<file path="src/rtl/u8d_pkg.sv">
// u8d_pkg: types, constants and the lead-byte decode function shared by
// the utf-8 stream decoder modules; depends on nothing
package u8d_pkg;

  localparam int unsigned QUEUE_DEPTH = 4;

  localparam logic [20:0] REPL_CP    = 21'h00FFFD;
  localparam logic [20:0] NONCHAR_FE = 21'h00FFFE;
  localparam logic [20:0] NONCHAR_FF = 21'h00FFFF;
  localparam logic [20:0] CP_MAX     = 21'h10FFFF;

  localparam logic [7:0] CONT_LO  = 8'h80;
  localparam logic [7:0] CONT_HI  = 8'hBF;
  localparam logic [7:0] E0_LO    = 8'hA0;
  localparam logic [7:0] ED_HI    = 8'h9F;
  localparam logic [7:0] F0_LO    = 8'h90;
  localparam logic [7:0] F4_HI    = 8'h8F;
  localparam logic [7:0] LEAD_C0  = 8'hC0;
  localparam logic [7:0] LEAD_C2  = 8'hC2;
  localparam logic [7:0] LEAD_E0  = 8'hE0;
  localparam logic [7:0] LEAD_ED  = 8'hED;
  localparam logic [7:0] LEAD_F0  = 8'hF0;
  localparam logic [7:0] LEAD_F4  = 8'hF4;
  localparam logic [7:0] LEAD_F8  = 8'hF8;
  localparam logic [7:0] LEAD_FC  = 8'hFC;

  typedef struct packed {
    logic [7:0] byte_in;
    logic       last_byte;
  } in_item_t;

  typedef struct packed {
    logic [20:0] code_point;
    logic        was_replaced;
    logic        end_of_run;
  } out_item_t;

  typedef enum logic [4:0] {
    MODE_LEAD  = 5'b00001,
    MODE_TWO   = 5'b00010,
    MODE_THREE = 5'b00100,
    MODE_FOUR  = 5'b01000,
    MODE_SKIP  = 5'b10000
  } mode_t;

  typedef struct packed {
    mode_t       mode;
    logic [2:0]  rem;
    logic [20:0] acc;
    logic        bad;
    logic [7:0]  lo;
    logic [7:0]  hi;
  } dec_state_t;

  localparam dec_state_t STATE_CLEAR = '{
    mode: MODE_LEAD, rem: 3'd0, acc: 21'd0, bad: 1'b0, lo: CONT_LO, hi: CONT_HI
  };

  typedef struct packed {
    logic [20:0] cp;
    logic        rep;
  } res_t;

  // one or two results caused by a single byte
  typedef struct packed {
    logic two;
    res_t first;
    res_t second;
  } entry_t;

  typedef struct packed {
    logic full;
    logic empty;
  } q_stat_t;

  typedef struct packed {
    logic       valid;
    res_t       res;
    dec_state_t st;
  } lead_out_t;

  // decode a byte seen where a lead byte is expected
  function automatic lead_out_t lead_byte(input logic [7:0] b);
    lead_out_t o;
    o.valid = 1'b0;
    o.res   = '{cp: REPL_CP, rep: 1'b1};
    o.st    = STATE_CLEAR;
    priority if (b < CONT_LO) begin
      o.valid = 1'b1;
      o.res   = '{cp: {13'd0, b}, rep: 1'b0};
    end else if (b > LEAD_F4) begin
      o.st.bad  = 1'b1;
      o.st.mode = MODE_SKIP;
      o.st.rem  = (b >= LEAD_FC) ? 3'd5 : ((b >= LEAD_F8) ? 3'd4 : 3'd3);
    end else if (b >= LEAD_F0) begin
      o.st.lo   = (b == LEAD_F0) ? F0_LO : CONT_LO;
      o.st.hi   = (b == LEAD_F4) ? F4_HI : CONT_HI;
      o.st.acc  = {b[2:0], 18'd0};
      o.st.rem  = 3'd3;
      o.st.mode = MODE_FOUR;
    end else if (b >= LEAD_E0) begin
      o.st.lo   = (b == LEAD_E0) ? E0_LO : CONT_LO;
      o.st.hi   = (b == LEAD_ED) ? ED_HI : CONT_HI;
      o.st.acc  = {5'd0, b[3:0], 12'd0};
      o.st.rem  = 3'd2;
      o.st.mode = MODE_THREE;
    end else if (b >= LEAD_C2) begin
      o.st.acc  = {10'd0, b[4:0], 6'd0};
      o.st.rem  = 3'd1;
      o.st.mode = MODE_TWO;
    end else if (b >= LEAD_C0) begin
      o.st.bad  = 1'b1;
      o.st.rem  = 3'd1;
      o.st.mode = MODE_TWO;
    end else begin
      o.valid = 1'b1;
    end
    return o;
  endfunction

endpackage

</file>
<file path="src/rtl/utf8_stream_decoder.sv">
// utf8_stream_decoder: byte-wide utf-8 to code point decoder with replacement
// a byte's results pass through the entry queue and then the output register
// throughput: one byte per cycle while the queue is not full; a byte with two results holds the output two requests
// the decode state is updated as each byte is accepted, so bytes never wait on it
// reset: synchronous, active low; decoder back to lead-byte mode, queue and output empty
// depends on u8d_pkg, u8d_front, u8d_queue, u8d_back
module utf8_stream_decoder #(
  parameter int unsigned QUEUE_DEPTH = u8d_pkg::QUEUE_DEPTH
) (
  input  logic               clk,
  input  logic               rst_n,
  input  logic               in_push,
  output logic               in_full,
  input  u8d_pkg::in_item_t  in_data,
  output logic               out_empty,
  input  logic               out_pop,
  output u8d_pkg::out_item_t out_data
);
  import u8d_pkg::*;

  // front side: a byte is taken whenever the queue has room
  logic    accept;
  logic    fr_push;
  entry_t  fr_entry;

  // queue between front and back
  entry_t  q_data;
  q_stat_t q_stat;
  logic    q_pop;

  assign in_full = q_stat.full;
  assign accept  = in_push && !in_full;

  // decoder state and per-byte classification
  u8d_front u_front (
    .clk    (clk),
    .rst_n  (rst_n),
    .accept (accept),
    .item   (in_data),
    .push   (fr_push),
    .entry  (fr_entry)
  );

  // entries with no result (mid-sequence bytes) are never written
  u8d_queue #(
    .DEPTH (QUEUE_DEPTH)
  ) u_queue (
    .clk     (clk),
    .rst_n   (rst_n),
    .push    (fr_push),
    .wr_data (fr_entry),
    .pop     (q_pop),
    .rd_data (q_data),
    .stat    (q_stat)
  );

  // back side: serialises one or two results per entry
  u8d_back u_back (
    .clk       (clk),
    .rst_n     (rst_n),
    .q_stat    (q_stat),
    .q_data    (q_data),
    .q_pop     (q_pop),
    .out_empty (out_empty),
    .out_pop   (out_pop),
    .out_data  (out_data)
  );

  // a replaced result always carries the replacement character
  a_repl_value : assert property (@(posedge clk) disable iff (!rst_n)
    (!out_empty && out_data.was_replaced) |-> (out_data.code_point == REPL_CP))
    else $error("replaced result without replacement code point");

  // decoded values stay within the unicode range and are never noncharacters fffe/ffff
  a_cp_range : assert property (@(posedge clk) disable iff (!rst_n)
    !out_empty |-> (out_data.code_point <= CP_MAX && out_data.code_point != NONCHAR_FE &&
                    out_data.code_point != NONCHAR_FF))
    else $error("code point out of range");

  // the first of two results from one byte is always the cut-sequence replacement
  a_first_of_two : assert property (@(posedge clk) disable iff (!rst_n)
    (!out_empty && !out_data.end_of_run) |-> out_data.was_replaced)
    else $error("first of two results is not a replacement");

endmodule

</file>
<file path="src/rtl/u8d_front.sv">
// u8d_front: holds the decoder state and classifies each accepted byte
// into a queue entry of zero, one or two results; depends on u8d_pkg
module u8d_front (
  input  logic              clk,
  input  logic              rst_n,
  input  logic              accept,
  input  u8d_pkg::in_item_t item,
  output logic              push,
  output u8d_pkg::entry_t   entry
);
  import u8d_pkg::*;

  dec_state_t  state_r, state_nxt;
  lead_out_t   lead_res;
  logic        is_cont, cut, fin, bad_new;
  logic [2:0]  rem_dec;
  logic [20:0] cont_bits, shifted, acc_new;
  res_t        fin_res;

  always_comb begin
    lead_res  = lead_byte(item.byte_in);
    is_cont   = (item.byte_in[7:6] == 2'b10);
    rem_dec   = (state_r.rem == 3'd0) ? 3'd0 : state_r.rem - 3'd1;
    cont_bits = {15'd0, item.byte_in[5:0]};
    unique case (state_r.rem)
      3'd2:    shifted = cont_bits << 6;
      3'd3:    shifted = cont_bits << 12;
      default: shifted = cont_bits;
    endcase
    bad_new   = state_r.bad || (item.byte_in < state_r.lo) || (item.byte_in > state_r.hi);
    acc_new   = bad_new ? state_r.acc : (state_r.acc | shifted);
    state_nxt = state_r;
    cut       = 1'b0;
    fin       = 1'b0;
    fin_res   = '{cp: REPL_CP, rep: 1'b1};

    unique case (state_r.mode)
      MODE_TWO, MODE_THREE, MODE_FOUR: begin
        if (is_cont) begin
          if (rem_dec == 3'd0) begin
            fin = 1'b1;
            if (!(bad_new || acc_new == NONCHAR_FE || acc_new == NONCHAR_FF)) begin
              fin_res = '{cp: acc_new, rep: 1'b0};
            end
            state_nxt = STATE_CLEAR;
          end else begin
            state_nxt = '{mode: state_r.mode, rem: rem_dec, acc: acc_new, bad: bad_new,
                          lo: CONT_LO, hi: CONT_HI};
          end
        end else begin
          cut = 1'b1;
        end
      end
      MODE_SKIP: begin
        if (is_cont && state_r.rem != 3'd0) begin
          if (rem_dec == 3'd0) begin
            fin       = 1'b1;
            state_nxt = STATE_CLEAR;
          end else begin
            state_nxt.rem = rem_dec;
          end
        end else begin
          cut = 1'b1;
        end
      end
      default: begin
        state_nxt = lead_res.st;
        fin       = lead_res.valid;
        fin_res   = lead_res.res;
      end
    endcase

    if (cut) begin
      // replacement for the cut sequence, then the byte again as a lead
      state_nxt    = lead_res.st;
      push         = accept;
      entry.two    = lead_res.valid;
      entry.first  = '{cp: REPL_CP, rep: 1'b1};
      entry.second = lead_res.res;
    end else begin
      push         = accept && fin;
      entry.two    = 1'b0;
      entry.first  = fin_res;
      entry.second = fin_res;
    end

    if (item.last_byte) begin
      state_nxt = STATE_CLEAR;
    end
  end

  always_ff @(posedge clk) begin
    if (!rst_n) begin
      state_r <= STATE_CLEAR;
    end else if (accept) begin
      state_r <= state_nxt;
    end
  end

endmodule

</file>
<file path="src/rtl/u8d_queue.sv">
// u8d_queue: short register queue of result entries between front and back
// depends on u8d_pkg
module u8d_queue #(
  parameter int unsigned DEPTH = u8d_pkg::QUEUE_DEPTH
) (
  input  logic             clk,
  input  logic             rst_n,
  input  logic             push,
  input  u8d_pkg::entry_t  wr_data,
  input  logic             pop,
  output u8d_pkg::entry_t  rd_data,
  output u8d_pkg::q_stat_t stat
);
  import u8d_pkg::*;

  localparam int unsigned AW = (DEPTH > 1) ? $clog2(DEPTH) : 1;
  localparam int unsigned CW = $clog2(DEPTH + 1);

  entry_t        mem_r [DEPTH];
  logic [AW-1:0] wr_ptr_r, wr_ptr_nxt, rd_ptr_r, rd_ptr_nxt;
  logic [CW-1:0] count_r, count_nxt;

  always_comb begin
    wr_ptr_nxt = (wr_ptr_r == AW'(DEPTH - 1)) ? '0 : wr_ptr_r + 1'b1;
    rd_ptr_nxt = (rd_ptr_r == AW'(DEPTH - 1)) ? '0 : rd_ptr_r + 1'b1;
    count_nxt  = count_r;
    if (push && !pop) begin
      count_nxt = count_r + 1'b1;
    end else if (pop && !push) begin
      count_nxt = count_r - 1'b1;
    end
    rd_data    = mem_r[rd_ptr_r];
    stat.full  = (count_r == CW'(DEPTH));
    stat.empty = (count_r == '0);
  end

  always_ff @(posedge clk) begin
    if (!rst_n) begin
      wr_ptr_r <= '0;
      rd_ptr_r <= '0;
      count_r  <= '0;
    end else begin
      if (push) begin
        wr_ptr_r <= wr_ptr_nxt;
      end
      if (pop) begin
        rd_ptr_r <= rd_ptr_nxt;
      end
      count_r <= count_nxt;
    end
  end

  always_ff @(posedge clk) begin
    if (push) begin
      mem_r[wr_ptr_r] <= wr_data;
    end
  end

endmodule

</file>
<file path="src/rtl/u8d_back.sv">
// u8d_back: output register that hands out the results of each entry one
// request at a time; depends on u8d_pkg
module u8d_back (
  input  logic               clk,
  input  logic               rst_n,
  input  u8d_pkg::q_stat_t   q_stat,
  input  u8d_pkg::entry_t    q_data,
  output logic               q_pop,
  output logic               out_empty,
  input  logic               out_pop,
  output u8d_pkg::out_item_t out_data
);
  import u8d_pkg::*;

  entry_t hold_r;
  logic   valid_r, sel_r;
  logic   cur_last, take, advance;
  res_t   cur;

  always_comb begin
    cur_last = !hold_r.two || sel_r;
    take     = out_pop && valid_r;
    advance  = !valid_r || (take && cur_last);
    q_pop    = advance && !q_stat.empty;
    cur      = sel_r ? hold_r.second : hold_r.first;
    out_empty           = !valid_r;
    out_data.code_point   = cur.cp;
    out_data.was_replaced = cur.rep;
    out_data.end_of_run   = cur_last;
  end

  always_ff @(posedge clk) begin
    if (!rst_n) begin
      valid_r <= 1'b0;
      sel_r   <= 1'b0;
    end else if (advance) begin
      valid_r <= !q_stat.empty;
      sel_r   <= 1'b0;
    end else if (take) begin
      sel_r <= 1'b1;
    end
  end

  always_ff @(posedge clk) begin
    if (q_pop) begin
      hold_r <= q_data;
    end
  end

endmodule
</file>
<file path="config.mk">
export PLATFORM = sky130hd
export DESIGN_NAME = utf8_stream_decoder
export DESIGN_NICKNAME = d
export VERILOG_FILES = /design/src/rtl/u8d_pkg.sv /design/src/rtl/utf8_stream_decoder.sv /design/src/rtl/u8d_front.sv /design/src/rtl/u8d_queue.sv /design/src/rtl/u8d_back.sv
export SDC_FILE = /design/constraint.sdc
export NUM_CORES = 1
export LEC_CHECK = 0
export BUFFER_PORTS_ARGS = -buffer_cell sky130_fd_sc_hd__buf_4
export CAP_MARGIN = 10
export CORE_UTILIZATION = 55
export CTS_CLUSTER_SIZE = 16
export DETAILED_ROUTE_END_ITERATION = 8
export PLACE_DENSITY = 0.81
export SETUP_SLACK_MARGIN = 0.02
export SLEW_MARGIN = 40
export SYNTH_ARGS = -nofsm -noshare
export SYNTH_HDL_FRONTEND = slang
export SYNTH_SLANG_ARGS = --single-unit
</file>
<file path="constraint.sdc">
create_clock -name clk -period 9.6 [get_ports clk]
set_input_delay 0 -clock clk [delete_from_list [all_inputs] [get_ports clk]]
set_output_delay 0 -clock clk [all_outputs]
set_load 0.01 [all_outputs]
</file>
==> out/results.tsv <==
metric	value	unit
status	finished clean	
Syn Area/Cell	15.1	um^2
Detailed Place HPWL	13.0	mm
detailed-route vias per instance	6.32	
min-delay src	in_data[7]	
core box area	18100	um^2
most frequent cell after synthesis	edfxtp_1	
Initial Util	56.6	%
Fin Clk Skew	0.0332	ns
die area	19200	um^2
Tmin final	3.42	ns
Data arrival, critical path	3.68	ns
Wirelength per Cell	22.9	um
critical path class	flop to flop	
startpoint types	flop	
first-pass GRT wire length	35.0	mm
number of antenna violations at the first check in global routing	0	
Critical Path End Type	flop	
Congestion Overflow GR	0	
via count	6076	
RSZ-0062 raised after global routing	false	
final hold slack	0.0299	ns
Post-synth EDFFs	200	
Main synth FF type	edfxtp_1	
vias in the first global route	6284	
Setup crit start	u_front.state_r[5]	
synthesized area	10200	um^2
Ports	38	
All-Layer GR Usage	23.7	%
setup slack at placement	6.33	ns
top cells by area, synth	edfxtp_1 59%, mux4_2 8.8%, dfxtp_1 8.4%	
Clock transition at path regs	0.06	ns
Pwr Total	0.00297	W
CTS Buf Count	25	
Yosys top cell area share	58.7	%
Die Ht	138	um
Distinct cells, synth	63	
Die X	138	um
port buffer count	37	
DRT iter0 DRCs	653	
# diodes	0	
Final period util	35.6	%
total wire length	22.0	mm
post-route antenna net violation count	0	
Placer Congestion	0.926	
biggest area consumer among synthesized cells	edfxtp_1	
syn_nets	705	
clock sink count	243	
P per Cell Area	255	nW/um^2
placed insts	904	
pin count of the biggest net entering global routing	44	
CTS tree	yes	
Hold Path Class	primary input to flop	
R2R cell count	8	
Yosys reg bits	243	
# DRC	0	
crit path max fanout	21	
# rows	49	
share of cells above drive strength 1	23.1	%
Req. time, crit path	9.86	ns
register area share after synthesis	67.1	%
# setup viols final	0	
Syn Inst Count	680	
Final Max Slew Viols	0	
maximum VDD drop	0.156	mV
max cap viols	0	
worst skew pair latency	0.53	ns
synthesis-to-layout area growth	13.5	%
synthesis warning total	0	
Worst Tran Pin Value	0.735	ns
FF-to-FF Start	u_front.state_r[5]	
First-pass DRT Iterations	5	
most frequent cells after synthesis	200 x edfxtp_1, 47 x nor2_1, 43 x dfxtp_1, 40 x mux4_2, 32 x clkbuf_1	
worst hold stages	3	
Leak	3.81	nW
Clock Path Buffers	3	
PnR worst setup slack	6.18	ns
final setup TNS	0	ns
worst relative slew slack	50.9	%
ys async rst share	0	%
fmax	293	MHz
H-tree levels	1	
fin nets	739	
CTS root buffer	clkbuf_16	
fin cells	961	
Final Hold Fails	0	
## cells in the final DEF (no fill, tap or decap), drive strengths merged, types with 3 or more instances in the layout
cell / instances
mux2i: 7
nor2b: 10
edfxtp: 200
o31ai: 3
a31oi: 9
a41oi: 6
buf: 43
nor3: 10
a21boi: 9
nand2: 23
mux2: 17
a211oi: 9
ha: 11
and3: 4
nor2: 48
dlygate4sd3: 12
and2: 6
or3: 5
dfxtp: 43
nand3: 14
nor3b: 4
clkinv: 14
a22oi: 17
o21ai: 16
nor4: 15
o21a: 3
nand4: 3
a32o: 4
nand2b: 9
a41o: 3
inv: 21
clkbuf: 26
a21oi: 29
or4: 5
or2: 4
xor2: 3
mux4: 40
## metrics by stage
| stage | utilization (%) | area (um^2) |
|---|---|---|
| after CTS | 64.2 | 11600 |
| after global placement | 59.0 | 10700 |
| after detailed placement | 59.1 | 10700 |
| after floorplan | - | 10200 |
| final | 64.2 | 11600 |
| after global routing | 64.2 | 11600 |
## kinds of logic (layout without fill, tap and decap cells)
group / Yosys count / in the layout / share of synthesized area, %
and+or+nand+nor: 168 / 168 / 8.68
muxes: 64 / 64 / 11.4
DFF: 243 / 243 / 67.1
xor gates and xnor gates: 3 / 3 / 0.257
adders and majority gates: 12 / 12 / 1.54
AOI/OAI and AO/OA: 122 / 122 / 8.46
buffers and inverters: 68 / 120 / 2.64
## power by group
group | switching, W | total, W | internal, W
registers | 0.0000759 | 0.00142 | 0.00134
clock network | 0.000398 | 0.000932 | 0.000533
logic | 0.000312 | 0.000615 | 0.000303
## metal layers
layer | global-route usage, % | vias up | routed length [um]
met5 | 0 | - | 0
met4 | 8.69 | 0 | 550
met3 | 3.01 | 44 | 1330
met2 | 39.9 | 227 | 11100
met1 | 32.0 | 3073 | 9020
li1 | - | 2732 | -
## area by class of cell
| cell class | instances | area [um^2] |
|---|---|---|
| clock buffer | 26 | 629 |
| clock inverter | 19 | 164 |
| fill | 1262 | 6470 |
| inverter | 20 | 75.1 |
| multi-input combinational | 369 | 3140 |
| sequential | 243 | 6870 |
| tap | 229 | 287 |
| timing repair buffer | 55 | 450 |
## sequential cells by signal, summed over array words and instances, names as in the netlist
signal / cells
u_back.sel_r: 1
u_front.state_r: 34
u_back.hold_r: 40
u_queue.rd_ptr_r: 2
u_queue.wr_ptr_r: 2
u_queue.mem_r: 160
u_queue.count_r: 3
u_back.valid_r: 1
## worst max-delay path, cell delays in order, from the launching register on
cell and delay (ns):
dfxtp_1 0.33, inv_1 0.05, ha_1 0.28, a21oi_1 0.14
a41o_1 0.58, a41oi_1 0.36, nor4_1 0.70, a41oi_1 0.24
a211oi_1 0.50
## what timing repair did
item                                    in CTS  in global routing
buffers inserted                             0                  0
endpoints found under the setup margin       0                  0
gates resized for setup                      0                  0
endpoints found under the hold margin       42                  0
hold buffers                                12                  0
## worst paths after layout
path,slack (ns),endpoint
max,6.18,u_queue.mem_r[0][23]
min,0.03,u_queue.mem_r[1][7]
max reg2reg,6.18,u_queue.mem_r[0][23]
min reg2reg,0.47,u_front.state_r[35]
No activity file was read; power rests on OpenSTA's default activity.
